## config.mk

```make
export PLATFORM = sky130hd
export DESIGN_NAME = refcount_group_replacement
export DESIGN_NICKNAME = d
export VERILOG_FILES = /design/src/hdl/rgr_pkg.sv /design/src/hdl/rgr_slot_mem.sv /design/src/hdl/refcount_group_replacement.sv
export SDC_FILE = /design/constraint.sdc
export NUM_CORES = 2
export LEC_CHECK = 0
export BUFFER_PORTS_ARGS = -buffer_cell sky130_fd_sc_hd__buf_2
export CORE_AREA = 10 10 604 606
export CTS_BUF_LIST = sky130_fd_sc_hd__clkbuf_8
export DETAILED_ROUTE_END_ITERATION = 10
export DIE_AREA = 0 0 614 616
export GPL_ROUTABILITY_DRIVEN = 0
export GPL_TIMING_DRIVEN = 0
export PLACE_DENSITY = 0.61
export SLEW_MARGIN = 20
export SYNTH_ARGS = -nofsm -noshare
export SYNTH_HDL_FRONTEND = slang
export SYNTH_SLANG_ARGS = --single-unit
```

## constraint.sdc

```tcl
create_clock -name clk -period 37.2 [get_ports clk]
set_clock_uncertainty 0.2 [all_clocks]
set_input_delay 5.58 -clock clk [delete_from_list [all_inputs] [get_ports clk]]
set_output_delay 5.58 -clock clk [all_outputs]
set_load 0.02 [all_outputs]
```

## src/hdl/rgr_pkg.sv

```systemverilog
// shared types and constants for the refcount group manager
// no dependencies
`default_nettype none
package rgr_pkg;
  localparam int NUM_GROUPS_DEF = 16;
  localparam int NUM_RESOURCES_DEF = 64;
  localparam int SLOTS_PER_RESOURCE_DEF = 8;
  localparam logic [2:0] MODE_INC  = 3'd0;
  localparam logic [2:0] MODE_DEC  = 3'd1;
  localparam logic [2:0] MODE_SET  = 3'd2;
  localparam logic [2:0] MODE_BIND = 3'd3;
  localparam logic [2:0] MODE_FIND = 3'd4;
  localparam logic [7:0] LEVEL_MAX = 8'hFF;

  typedef enum logic [1:0] {ST_IDLE, ST_EXEC, ST_OUT, ST_CLEAR} state_t;

  // declared from the highest bits down, so mode lands in the lowest bits
  typedef struct packed {
    logic [2:0] slot;
    logic [5:0] resource;
    logic [7:0] value;
    logic [1:0] level;
    logic [3:0] group;
    logic [2:0] mode;
  } item_t;

  // declared from the highest bits down, so group_out lands in the lowest bits
  typedef struct packed {
    logic [2:0] released_slot;
    logic [5:0] released_resource;
    logic       released;
    logic [7:0] counter_value;
    logic       found;
    logic [3:0] group_out;
  } result_t;
endpackage
`default_nettype wire

```

## src/hdl/rgr_slot_mem.sv

```systemverilog
// slot table memory: one write port, one registered read port
// no dependencies
`default_nettype none
module rgr_slot_mem #(
  parameter int DEPTH = 512,
  parameter int AW = 9,
  parameter int DW = 5
) (
  input  wire logic          clk,
  input  wire logic          we,
  input  wire logic [AW-1:0] waddr,
  input  wire logic [DW-1:0] wdata,
  input  wire logic [AW-1:0] raddr,
  output logic      [DW-1:0] rdata
);
  logic [DW-1:0] mem [DEPTH];
  always_ff @(posedge clk) begin
    if (we) mem[waddr] <= wdata;
    rdata <= mem[raddr];
  end
endmodule
`default_nettype wire

```

## src/hdl/refcount_group_replacement.sv

```systemverilog
// refcount group manager top level: group state, search, slot table control
// depends on rgr_pkg, rgr_slot_mem
//
//  channel | dir | payload
//  in_     | in  | tdata: mode, group, level, value, resource, slot
//  out_    | out | tdata: group_out, found, counter_value, released, rel res, rel slot
//  cfg_    | in  | protect_mask
//
// an item passes through accept (slot table read issued, read data registered),
// execute (group search and write back), then the result word in the output
// register; out_tvalid rises in ST_OUT, which follows ST_EXEC after accept
// after reset a clearing pass writes every slot table entry, one per cycle,
// and no item is accepted meanwhile
// out_tvalid holds until taken; no new item while a result waits
`default_nettype none
module refcount_group_replacement #(
  parameter int NUM_GROUPS = rgr_pkg::NUM_GROUPS_DEF,
  parameter int NUM_RESOURCES = rgr_pkg::NUM_RESOURCES_DEF,
  parameter int SLOTS_PER_RESOURCE = rgr_pkg::SLOTS_PER_RESOURCE_DEF
) (
  input  wire logic        clk,
  input  wire logic        rst_n,
  input  wire logic        in_tvalid,
  output logic             in_tready,
  // mode[2:0], group[6:3], level[8:7], value[16:9], resource[22:17], slot[25:23]
  input  wire logic [31:0] in_tdata,
  output logic             out_tvalid,
  input  wire logic        out_tready,
  // group_out[3:0], found[4], counter_value[12:5], released[13],
  // released_resource[19:14], released_slot[22:20]
  output logic [23:0]      out_tdata,
  input  wire logic        cfg_valid,
  output logic             cfg_ready,
  input  wire logic [15:0] cfg_data
);
  import rgr_pkg::*;
  localparam int DEPTH = NUM_RESOURCES * SLOTS_PER_RESOURCE;
  localparam int AW = (DEPTH > 1) ? $clog2(DEPTH) : 1;
  localparam int GW = $clog2(NUM_GROUPS) + 1; // group number plus unbound bit
  localparam int GI = $clog2(NUM_GROUPS);

  state_t state_r, state_nxt;
  item_t  item_r;
  result_t res_r, res_nxt;
  logic [15:0] mask_r;
  logic [AW:0] clr_r;
  logic [7:0]  lev_r [NUM_GROUPS][4];
  logic        bound_r [NUM_GROUPS];
  logic [5:0]  ores_r [NUM_GROUPS];
  logic [2:0]  oslot_r [NUM_GROUPS];

  logic          we;
  logic [AW-1:0] waddr, raddr, idx_r;
  logic [GW-1:0] wdata, rdata;

  // deferred unbind of the old owner when a bind took its group
  logic rel_pending_r;
  logic [AW-1:0] rel_addr_r;

  // address of a resource slot
  function automatic logic [AW-1:0] slot_addr(logic [5:0] r, logic [2:0] s);
    logic [31:0] a;
    a = 32'(r) * 32'(SLOTS_PER_RESOURCE) + 32'(s);
    return a[AW-1:0];
  endfunction

  item_t in_item;
  assign in_item = item_t'(in_tdata[25:0]);

  rgr_slot_mem #(.DEPTH(DEPTH), .AW(AW), .DW(GW)) u_mem (
    .clk(clk), .we(we), .waddr(waddr), .wdata(wdata), .raddr(raddr), .rdata(rdata)
  );

  assign cfg_ready  = 1'b1;
  assign in_tready  = (state_r == ST_IDLE);
  assign out_tvalid = (state_r == ST_OUT);
  assign out_tdata  = {1'b0, res_r};
  assign raddr      = slot_addr(in_item.resource, in_item.slot);

  // priority search over the four passes
  logic         hit;
  logic [GI-1:0] hit_g;
  always_comb begin
    logic [31:0] w;
    logic [31:0] m;
    hit = 1'b0;
    hit_g = '0;
    for (int p = 0; p < 4; p++) begin
      m = (p == 0) ? 32'hFFFFFFFF : (p == 1) ? 32'h00FFFFFF :
          (p == 2) ? 32'h0000FFFF : 32'h000000FF;
      for (int g = NUM_GROUPS - 1; g >= 0; g--) begin
        w = {lev_r[g][3], lev_r[g][2], lev_r[g][1], lev_r[g][0]};
        if (!hit && (w & m) == 32'd0 && !(g < 16 && mask_r[g % 16])) begin
          hit_g = GI'(g);
        end
      end
      for (int g = 0; g < NUM_GROUPS; g++) begin
        w = {lev_r[g][3], lev_r[g][2], lev_r[g][1], lev_r[g][0]};
        if ((w & m) == 32'd0 && !(g < 16 && mask_r[g % 16])) hit = 1'b1;
      end
      if (hit) break;
    end
  end

  // execute step, state sequencing and slot table write control
  logic       range_ok, res_ok, slot_hit;
  logic [7:0] cur, newv;
  logic       do_rel, do_bind, do_lev;
  logic [GI-1:0] rel_g;
  always_comb begin
    state_nxt = state_r;
    res_nxt = res_r;
    we = 1'b0;
    waddr = idx_r;
    wdata = {1'b1, {(GW-1){1'b0}}};
    do_rel = 1'b0;
    do_bind = 1'b0;
    do_lev = 1'b0;
    rel_g = item_r.group[GI-1:0];
    range_ok = (32'(item_r.group) < NUM_GROUPS);
    res_ok = (32'(item_r.resource) < NUM_RESOURCES) && (32'(item_r.slot) < SLOTS_PER_RESOURCE);
    slot_hit = !rdata[GW-1];
    cur = lev_r[item_r.group[GI-1:0]][item_r.level];
    newv = cur;
    case (item_r.mode)
      MODE_INC: newv = (cur == LEVEL_MAX) ? cur : cur + 8'd1;
      MODE_DEC: newv = (cur == 8'd0) ? cur : cur - 8'd1;
      MODE_SET: newv = item_r.value;
      default:  newv = cur;
    endcase
    case (state_r)
      ST_CLEAR: begin
        we = 1'b1;
        waddr = clr_r[AW-1:0];
        if (32'(clr_r) == DEPTH - 1) state_nxt = ST_IDLE;
      end
      ST_IDLE: if (in_tvalid) state_nxt = ST_EXEC;
      ST_EXEC: begin
        res_nxt = '0;
        state_nxt = ST_OUT;
        case (item_r.mode)
          MODE_INC, MODE_SET: if (range_ok) begin
            do_lev = 1'b1;
            res_nxt.counter_value = newv;
          end
          MODE_DEC: if (range_ok) begin
            do_lev = 1'b1;
            res_nxt.counter_value = newv;
            do_rel = (cur == 8'd1) && bound_r[rel_g];
          end
          MODE_BIND: if (res_ok) begin
            if (slot_hit) begin
              res_nxt.group_out = 4'(rdata[GW-2:0]);
              res_nxt.found = 1'b1;
            end else if (hit) begin
              rel_g = hit_g;
              do_rel = bound_r[hit_g];
              do_bind = 1'b1;
              res_nxt.group_out = 4'(hit_g);
              res_nxt.found = 1'b1;
            end
          end
          MODE_FIND: if (hit) begin
            rel_g = hit_g;
            do_rel = bound_r[hit_g];
            res_nxt.group_out = 4'(hit_g);
            res_nxt.found = 1'b1;
          end
          default: ;
        endcase
        if (do_rel) begin
          res_nxt.released = 1'b1;
          res_nxt.released_resource = ores_r[rel_g];
          res_nxt.released_slot = oslot_r[rel_g];
          we = 1'b1;
          waddr = slot_addr(ores_r[rel_g], oslot_r[rel_g]);
        end
        // a bind takes the port; its unbind of the old owner waits for ST_OUT
        if (do_bind) begin
          we = 1'b1;
          waddr = idx_r;
          wdata = GW'(hit_g);
        end
      end
      ST_OUT: begin
        // old owner entry is bound to the stolen group, so it differs from the
        // newly bound slot; written before the next item can read
        if (rel_pending_r) begin
          we = 1'b1;
          waddr = rel_addr_r;
        end
        if (out_tready) state_nxt = ST_IDLE;
      end
      default: state_nxt = ST_IDLE;
    endcase
  end

  always_ff @(posedge clk) begin
    if (!rst_n) begin
      state_r <= ST_CLEAR;
      clr_r <= '0;
      mask_r <= '0;
      rel_pending_r <= 1'b0;
      for (int g = 0; g < NUM_GROUPS; g++) begin
        bound_r[g] <= 1'b0;
        ores_r[g] <= '0;
        oslot_r[g] <= '0;
        for (int l = 0; l < 4; l++) lev_r[g][l] <= '0;
      end
    end else begin
      state_r <= state_nxt;
      if (state_r == ST_CLEAR) clr_r <= clr_r + 1'b1;
      if (cfg_valid) mask_r <= cfg_data;
      rel_pending_r <= do_rel && do_bind;
      if (do_lev) lev_r[item_r.group[GI-1:0]][item_r.level] <= newv;
      if (do_rel) begin
        bound_r[rel_g] <= 1'b0;
        ores_r[rel_g] <= '0;
        oslot_r[rel_g] <= '0;
      end
      if (do_bind) begin
        lev_r[hit_g][0] <= '0;
        bound_r[hit_g] <= 1'b1;
        ores_r[hit_g] <= item_r.resource;
        oslot_r[hit_g] <= item_r.slot;
      end
    end
  end

  always_ff @(posedge clk) begin
    if (in_tready && in_tvalid) begin
      item_r <= in_item;
      idx_r <= raddr;
    end
    if (state_r == ST_EXEC) res_r <= res_nxt;
    rel_addr_r <= slot_addr(ores_r[rel_g], oslot_r[rel_g]);
  end

  // padding bits of the input word
  wire unused_ok = ^in_tdata[31:26];
endmodule
`default_nettype wire

```

== After elaboration in Yosys (flattened, before gate mapping) ==
Memories as Yosys holds them, arrays and structs flattened. A register that Yosys moved wholly into a read port is not among the register bits.
Index checks and enable logic that the tools add are counted.
W data, S select, Z words.

* Input port bits: 53
* Memory bits (writable): 3232
* Memories kept: 5
* Register bits after elaboration: 96
* Logic and storage cells: 529
* Output and inout port bits: 27
* Bits in read-only memories: 0
* Bits in latches: 0

{| class="wikitable"
|+ Memory list
! memory !! depth !! bits a word !! rd ports !! clocked after Yosys merged registers in !! wr ports !! RTL line !! source
|-
| u_mem.mem || 512 || 5 || 1 || 1 || 1 || rgr_slot_mem.sv:16 || <nowiki>logic [DW-1:0] mem [DEPTH];</nowiki>
|-
| lev_r || 16 || 32 || 17 || 1 || 16 || refcount_group_replacement.sv:47 || <nowiki>logic [7:0] lev_r [NUM_GROUPS][4];</nowiki>
|-
| ores_r || 16 || 6 || 2 || 0 || 16 || refcount_group_replacement.sv:49 || <nowiki>logic [5:0] ores_r [NUM_GROUPS];</nowiki>
|-
| oslot_r || 16 || 3 || 2 || 0 || 16 || refcount_group_replacement.sv:50 || <nowiki>logic [2:0] oslot_r [NUM_GROUPS];</nowiki>
|-
| bound_r || 16 || 1 || 2 || 1 || 16 || refcount_group_replacement.sv:48 || <nowiki>logic bound_r [NUM_GROUPS];</nowiki>
|}

* Equal/unequal tests: 13
* Bitwise logic cells: 1
* Reductions and logical operators: 260
* Shift operators: 0
* Muxes and demuxes: 224
* $mul: 0
* Order comparisons: 2
* Add/subtract/negate cells: 6
* Divide/modulo/power cells: 0

{| class="wikitable"
|+ Operator list
! kind !! count
|-
| $logic_not A32 Y1 || 64
|-
| $mux W4 || 81
|-
| $logic_and A1 B1 Y1 || 164
|-
| $mux W32 || 5
|-
| $mux W1 || 110
|-
| $reduce_or A32 Y1 || 2
|-
| $mux W8 || 5
|-
| $add A9 B3 Y9 || 3
|-
| $mux W9 || 3
|-
| $pmux W9 S3 || 1
|-
| $pmux W8 S3 || 1
|-
| $mux W5 || 4
|-
| $logic_not A1 Y1 || 19
|-
| $bmux W8 S2 || 1
|-
| $demux W8 S2 || 1
|-
| $mux W6 || 2
|-
| $reduce_or A6 Y1 || 2
|-
| $add A10 B1 Y10 const B || 1
|-
| $eq A10 B9 Y1 const B || 1
|-
| $pmux W5 S2 || 1
|-
| $reduce_or A3 Y1 || 3
|-
| $add A8 B1 Y8 const B || 1
|-
| $eq A8 B1 Y1 const B || 1
|-
| $eq A8 B8 Y1 const B || 1
|-
| 21 further kinds || 29
|}

== Depth between registers and ports, before layout ==
An unclocked memory read counts as a cell.

* Depth after elaboration: 87
* Mapped depth: 22
* Gate-level depth less buffers: 17

== By module ==
Synthesis repeated with hierarchy kept, for this count alone.

* Cells, all modules: 8282
* Area total of the unflattened synthesis: 139607.6 um^2

{| class="wikitable"
|+ Modules (own cells, without submodules)
! module !! seq. area each (um^2) !! cells each !! times used !! area an instance (um^2)
|-
| rgr_slot_mem || 76973.8 || 5295 || 1 || 101358.5
|-
| refcount_group_replacement || 22331.4 || 2987 || 1 || 38249.2
|}

== Worst setup path before layout ==
OpenSTA, ideal clock, no wires.

* Path kind: register to register
* Start point: register state_r[1]
* End point: memory u_mem.mem[0][1] (data pin)
* Slack: 4.387 ns
* Data arrival time: 29.390 ns
* Data required time: 33.777 ns
* Cell stages (with the launch flop): 7
* Period minus slack after synthesis: 32.813 ns
* Buffers on the path: 2
* Library setup time: 3.223 ns
* Path through: dfxtp_1 -> clkbuf_1 -> nand2b_1 -> clkinv_1 -> clkbuf_1 -> nand2_1 -> nor2_1

* Word-level cells in the longest chain between the ends: 2

{| class="wikitable"
|+ Ends and longest elaborated chain
! what !! RTL line !! source
|-
| start, declared || refcount_group_replacement.sv:42 || <nowiki>state_t state_r, state_nxt;</nowiki>
|-
| start signal, assigned || refcount_group_replacement.sv:211 || <nowiki>state_r <= state_nxt;</nowiki>
|-
| $eq A2 B1 Y1 || refcount_group_replacement.sv:131 || <nowiki>case (state_r)</nowiki>
|-
| $mux W5 || refcount_group_replacement.sv:131 ||
|-
| via u_mem.wdata[1] || rgr_slot_mem.sv:12 || <nowiki>input wire logic [DW-1:0] wdata,</nowiki>
|-
| end, declared || rgr_slot_mem.sv:16 ||
|}

The timed path passes the listed nets, and every way through them passes these cells.

==> flow_metrics.tcl <==
set metrics [dict create \
    synth_seq_cells 3328 \
    num_vias 80534 \
    arrival_ns 10.87 \
    use_met3 0.0659 \
    final.min_clock_period_ns 10.28 \
    clock-sinks 3328 \
    critical_path_class "reg2reg" \
    first_pass_iters 8 \
    grt_overflow 0 \
    drc 0 \
    via_per_inst 6.07 \
    drt-initial-drc-count 11510 \
    clk_pin_slew_ns 0.06 \
    syn-num-nets 7459 \
    status "completed" \
    switchingPower_w 0.00190 \
    cts_htree_levels 6 \
    combPwrFrac 0.064 \
    rsz0062_at_grt "no" \
    synthDistinctLibCells 106 \
    synth_common_cells "3265 x edfxtp_1, 1071 x mux4_2, 774 x nor2_1, 299 x clkbuf_1, 259 x nand2_1" \
    drv_slew 0 \
    wire_per_inst_um 33.8 \
    grt_max_degree 77 \
    grt_pass1_wl_um 621000 \
    grt_pass1_vias 80119 \
    seqPwrFrac 0.538 \
    die_area_um2 378000 \
    fin_total_pwr_w 0.00766 \
    leakage_nw 56.6 \
    cts_tree "yes" \
    cts_root_buf "clkbuf_8" \
    die_h_um 616 \
    final_hold_viol_count 0 \
    cts_resized 0 \
    hpwlAfterDp_um 320000 \
    met1_usage 0.306 \
    use_met2 0.351 \
    synthFlopType "edfxtp_1" \
    synthMostInstantiatedCell "edfxtp_1" \
    synthCells 7402 \
    finalSetupTns_ns 0 \
    hold_buffers 0 \
    clkPwrFrac 0.398 \
    synth_top_area_share 0.698 \
    p_per_area_nw_per_um2 48.1 \
    fp.dieW_um 614 \
    intPower_w 0.00576 \
    synth_warnings 0 \
    ys_seq_area_frac 0.707 \
    slew_headroom 0.154 \
    synthTopCellsByArea "edfxtp_1 70%, mux4_2 17%, nor2_1 2.1%" \
    required_ns 37.80 \
    max-cap-violations 0 \
    hold_path.class "reg2reg" \
    finalSetupViolations 0 \
    netlist_area_um2 140000 \
    cts_setup_buffers 0 \
    grt.busiest_layer "met2" \
    finalNetCount 8179 \
    worst_pin_slew_ns 1.27 \
    drive_gt1_frac 0.292 \
    clock_path_buffers 4 \
    port_buffers 70 \
    max-vdd-ir-drop_v 0.0000338 \
    initial_core_util 0.399 \
    path_max_fanout 10 \
    cts_made_buffers 544 \
    synth_edf_count 3265 \
    area_growth_pct 13.4 \
    fill_cells 29743 \
    core-area_um2 352000 \
    yosys.area.top_type "edfxtp_1" \
    async_reset_ff_frac 0 \
    post_synth.cell_area_avg_um2 19.0 \
    grt_antenna_before_repair 35 \
    ant_nets 0 \
    netSwitchingFraction 0.248 \
    cp-end-kind "flip-flop" \
    ioPinCount 80 \
    routed_wl_um 448000 \
    fp-row-count 218 \
    clk_latency_ns 1.22 \
    fin_crit_sh 0.276 \
    grtUsageTotal 0.230 \
    cp-start-kind "flip-flop" \
    clock.fmax_ghz 0.0973 \
]
==> placed cells by master (no fill, tap or decap), drive strengths merged, types with 10 or more instances in the layout <==
| cell | count |
|---|---|
| nor2 | 776 |
| and2 | 180 |
| dfxtp | 63 |
| nand4 | 36 |
| a211oi | 28 |
| a31oi | 15 |
| mux2 | 28 |
| nand3 | 62 |
| o22ai | 31 |
| buf | 380 |
| clkinv | 183 |
| nor4 | 122 |
| a22o | 10 |
| edfxtp | 3265 |
| a21oi | 43 |
| clkinvlp | 19 |
| inv | 204 |
| nand2 | 261 |
| nand4b | 14 |
| or3 | 14 |
| mux4 | 1071 |
| nand2b | 21 |
| bufinv | 18 |
| diode | 16 |
| mux2i | 83 |
| nor3 | 427 |
| clkbuf | 867 |
| nor2b | 38 |
| and3 | 18 |
| o21ai | 68 |
| or2 | 34 |
| o211ai | 13 |
==> worst paths after layout <==
path,depth (start not counted),slack [ns],endpoint,start
setup / recovery,18,26.92,u_mem.mem[431][0],flip-flop
setup reg to reg,18,26.92,u_mem.mem[431][0],flip-flop
hold / removal,2,0.28,bound_r[9],bound_r[9]
hold reg to reg,2,0.28,bound_r[9],bound_r[9]
==> metal layers <==
layer,wire (um),part of all wire
met1,168000,0.37
met2,203000,0.45
met3,53700,0.12
met4,23700,0.053
met5,103,0.00023
==> state kept, by name, summed over array words and instances (netlist names), named ones only <==
register,cells
u_mem.rdata,5
bound_r,16
idx_r,9
oslot_r,48
item_r,17
clr_r,10
state_r,2
u_mem.mem,2560
ores_r,96
out_tdata,23
rel_pending_r,1
mask_r,16
rel_addr_r,9
lev_r,512
==> worst max-delay path: stages, from the launching register on <==
cell	delay (ns)
dfxtp_1	0.39
clkbuf_1	0.30
clkbuf_2	0.54
buf_1	0.78
clkbuf_1	1.00
mux4_2	0.52
mux4_2	0.53
mux4_2	0.66
ha_1	0.25
and4_1	0.17
and3_1	0.23
a31oi_4	0.37
nor4_1	0.18
o31ai_1	0.95
buf_2	0.46
nand2_1	0.27
buf_2	0.41
buf_1	0.61
nor3_1	0.99
==> cell type report <==
type                       count  area, um2  area share
antenna                       16       40.0    0.000251
buffer                       513       2350      0.0147
clock buffer                 560       7710      0.0484
clock inverter               394       2340      0.0147
inverter                      30        113    0.000707
multi-input combinational   3531      38900       0.244
sequential                  3328      99300       0.623
tap                         4730       5920      0.0372
timing repair buffer         174       2580      0.0162
==> logic make-up after synthesis <==
family                   after synthesis  share of synthesized area
flip-flops                          3328                      0.707
AND/OR/NAND/NOR                     2028                     0.0790
multiplexers                        1182                      0.180
buffers and inverters                543                     0.0170
AO/OA/AOI/OAI                        304                     0.0159
XOR/XNOR                              11                   0.000686
adder cells (fa/ha/maj)                4                   0.000356
other                                  2                  0.0000535
==> through the flow <==
step / hold slack [ns] / cell area, um2 / std cells / worst slack [ns] / util
CTS: 0.271 / 159000 / 13257 / 27.03 / 0.452
finish: 0.278 / 159000 / 13276 / 26.92 / 0.452
global route: 0.286 / 159000 / 13262 / 26.95 / 0.452
floorplan: 0.236 / 140000 / 7402 / 4.39 / -
global placement: 0.257 / 147000 / 12202 / -72.17 / 0.417
detailed placement: 0.262 / 149000 / 12303 / 26.03 / 0.423
==> power by group through the flow <==
stage / sequential, W / clock [W] / combinational [W]
2_1_floorplan: 0.00419 / 0 / 0.000246
3_3_place_gp: 0.00420 / 0 / 0.000462
3_5_place_dp: 0.00420 / 0 / 0.000475
4_1_cts: 0.00413 / 0.00308 / 0.000476
5_1_grt: 0.00413 / 0.00325 / 0.000493
6_report: 0.00413 / 0.00305 / 0.000490
(Power assumes the default switching activity.)
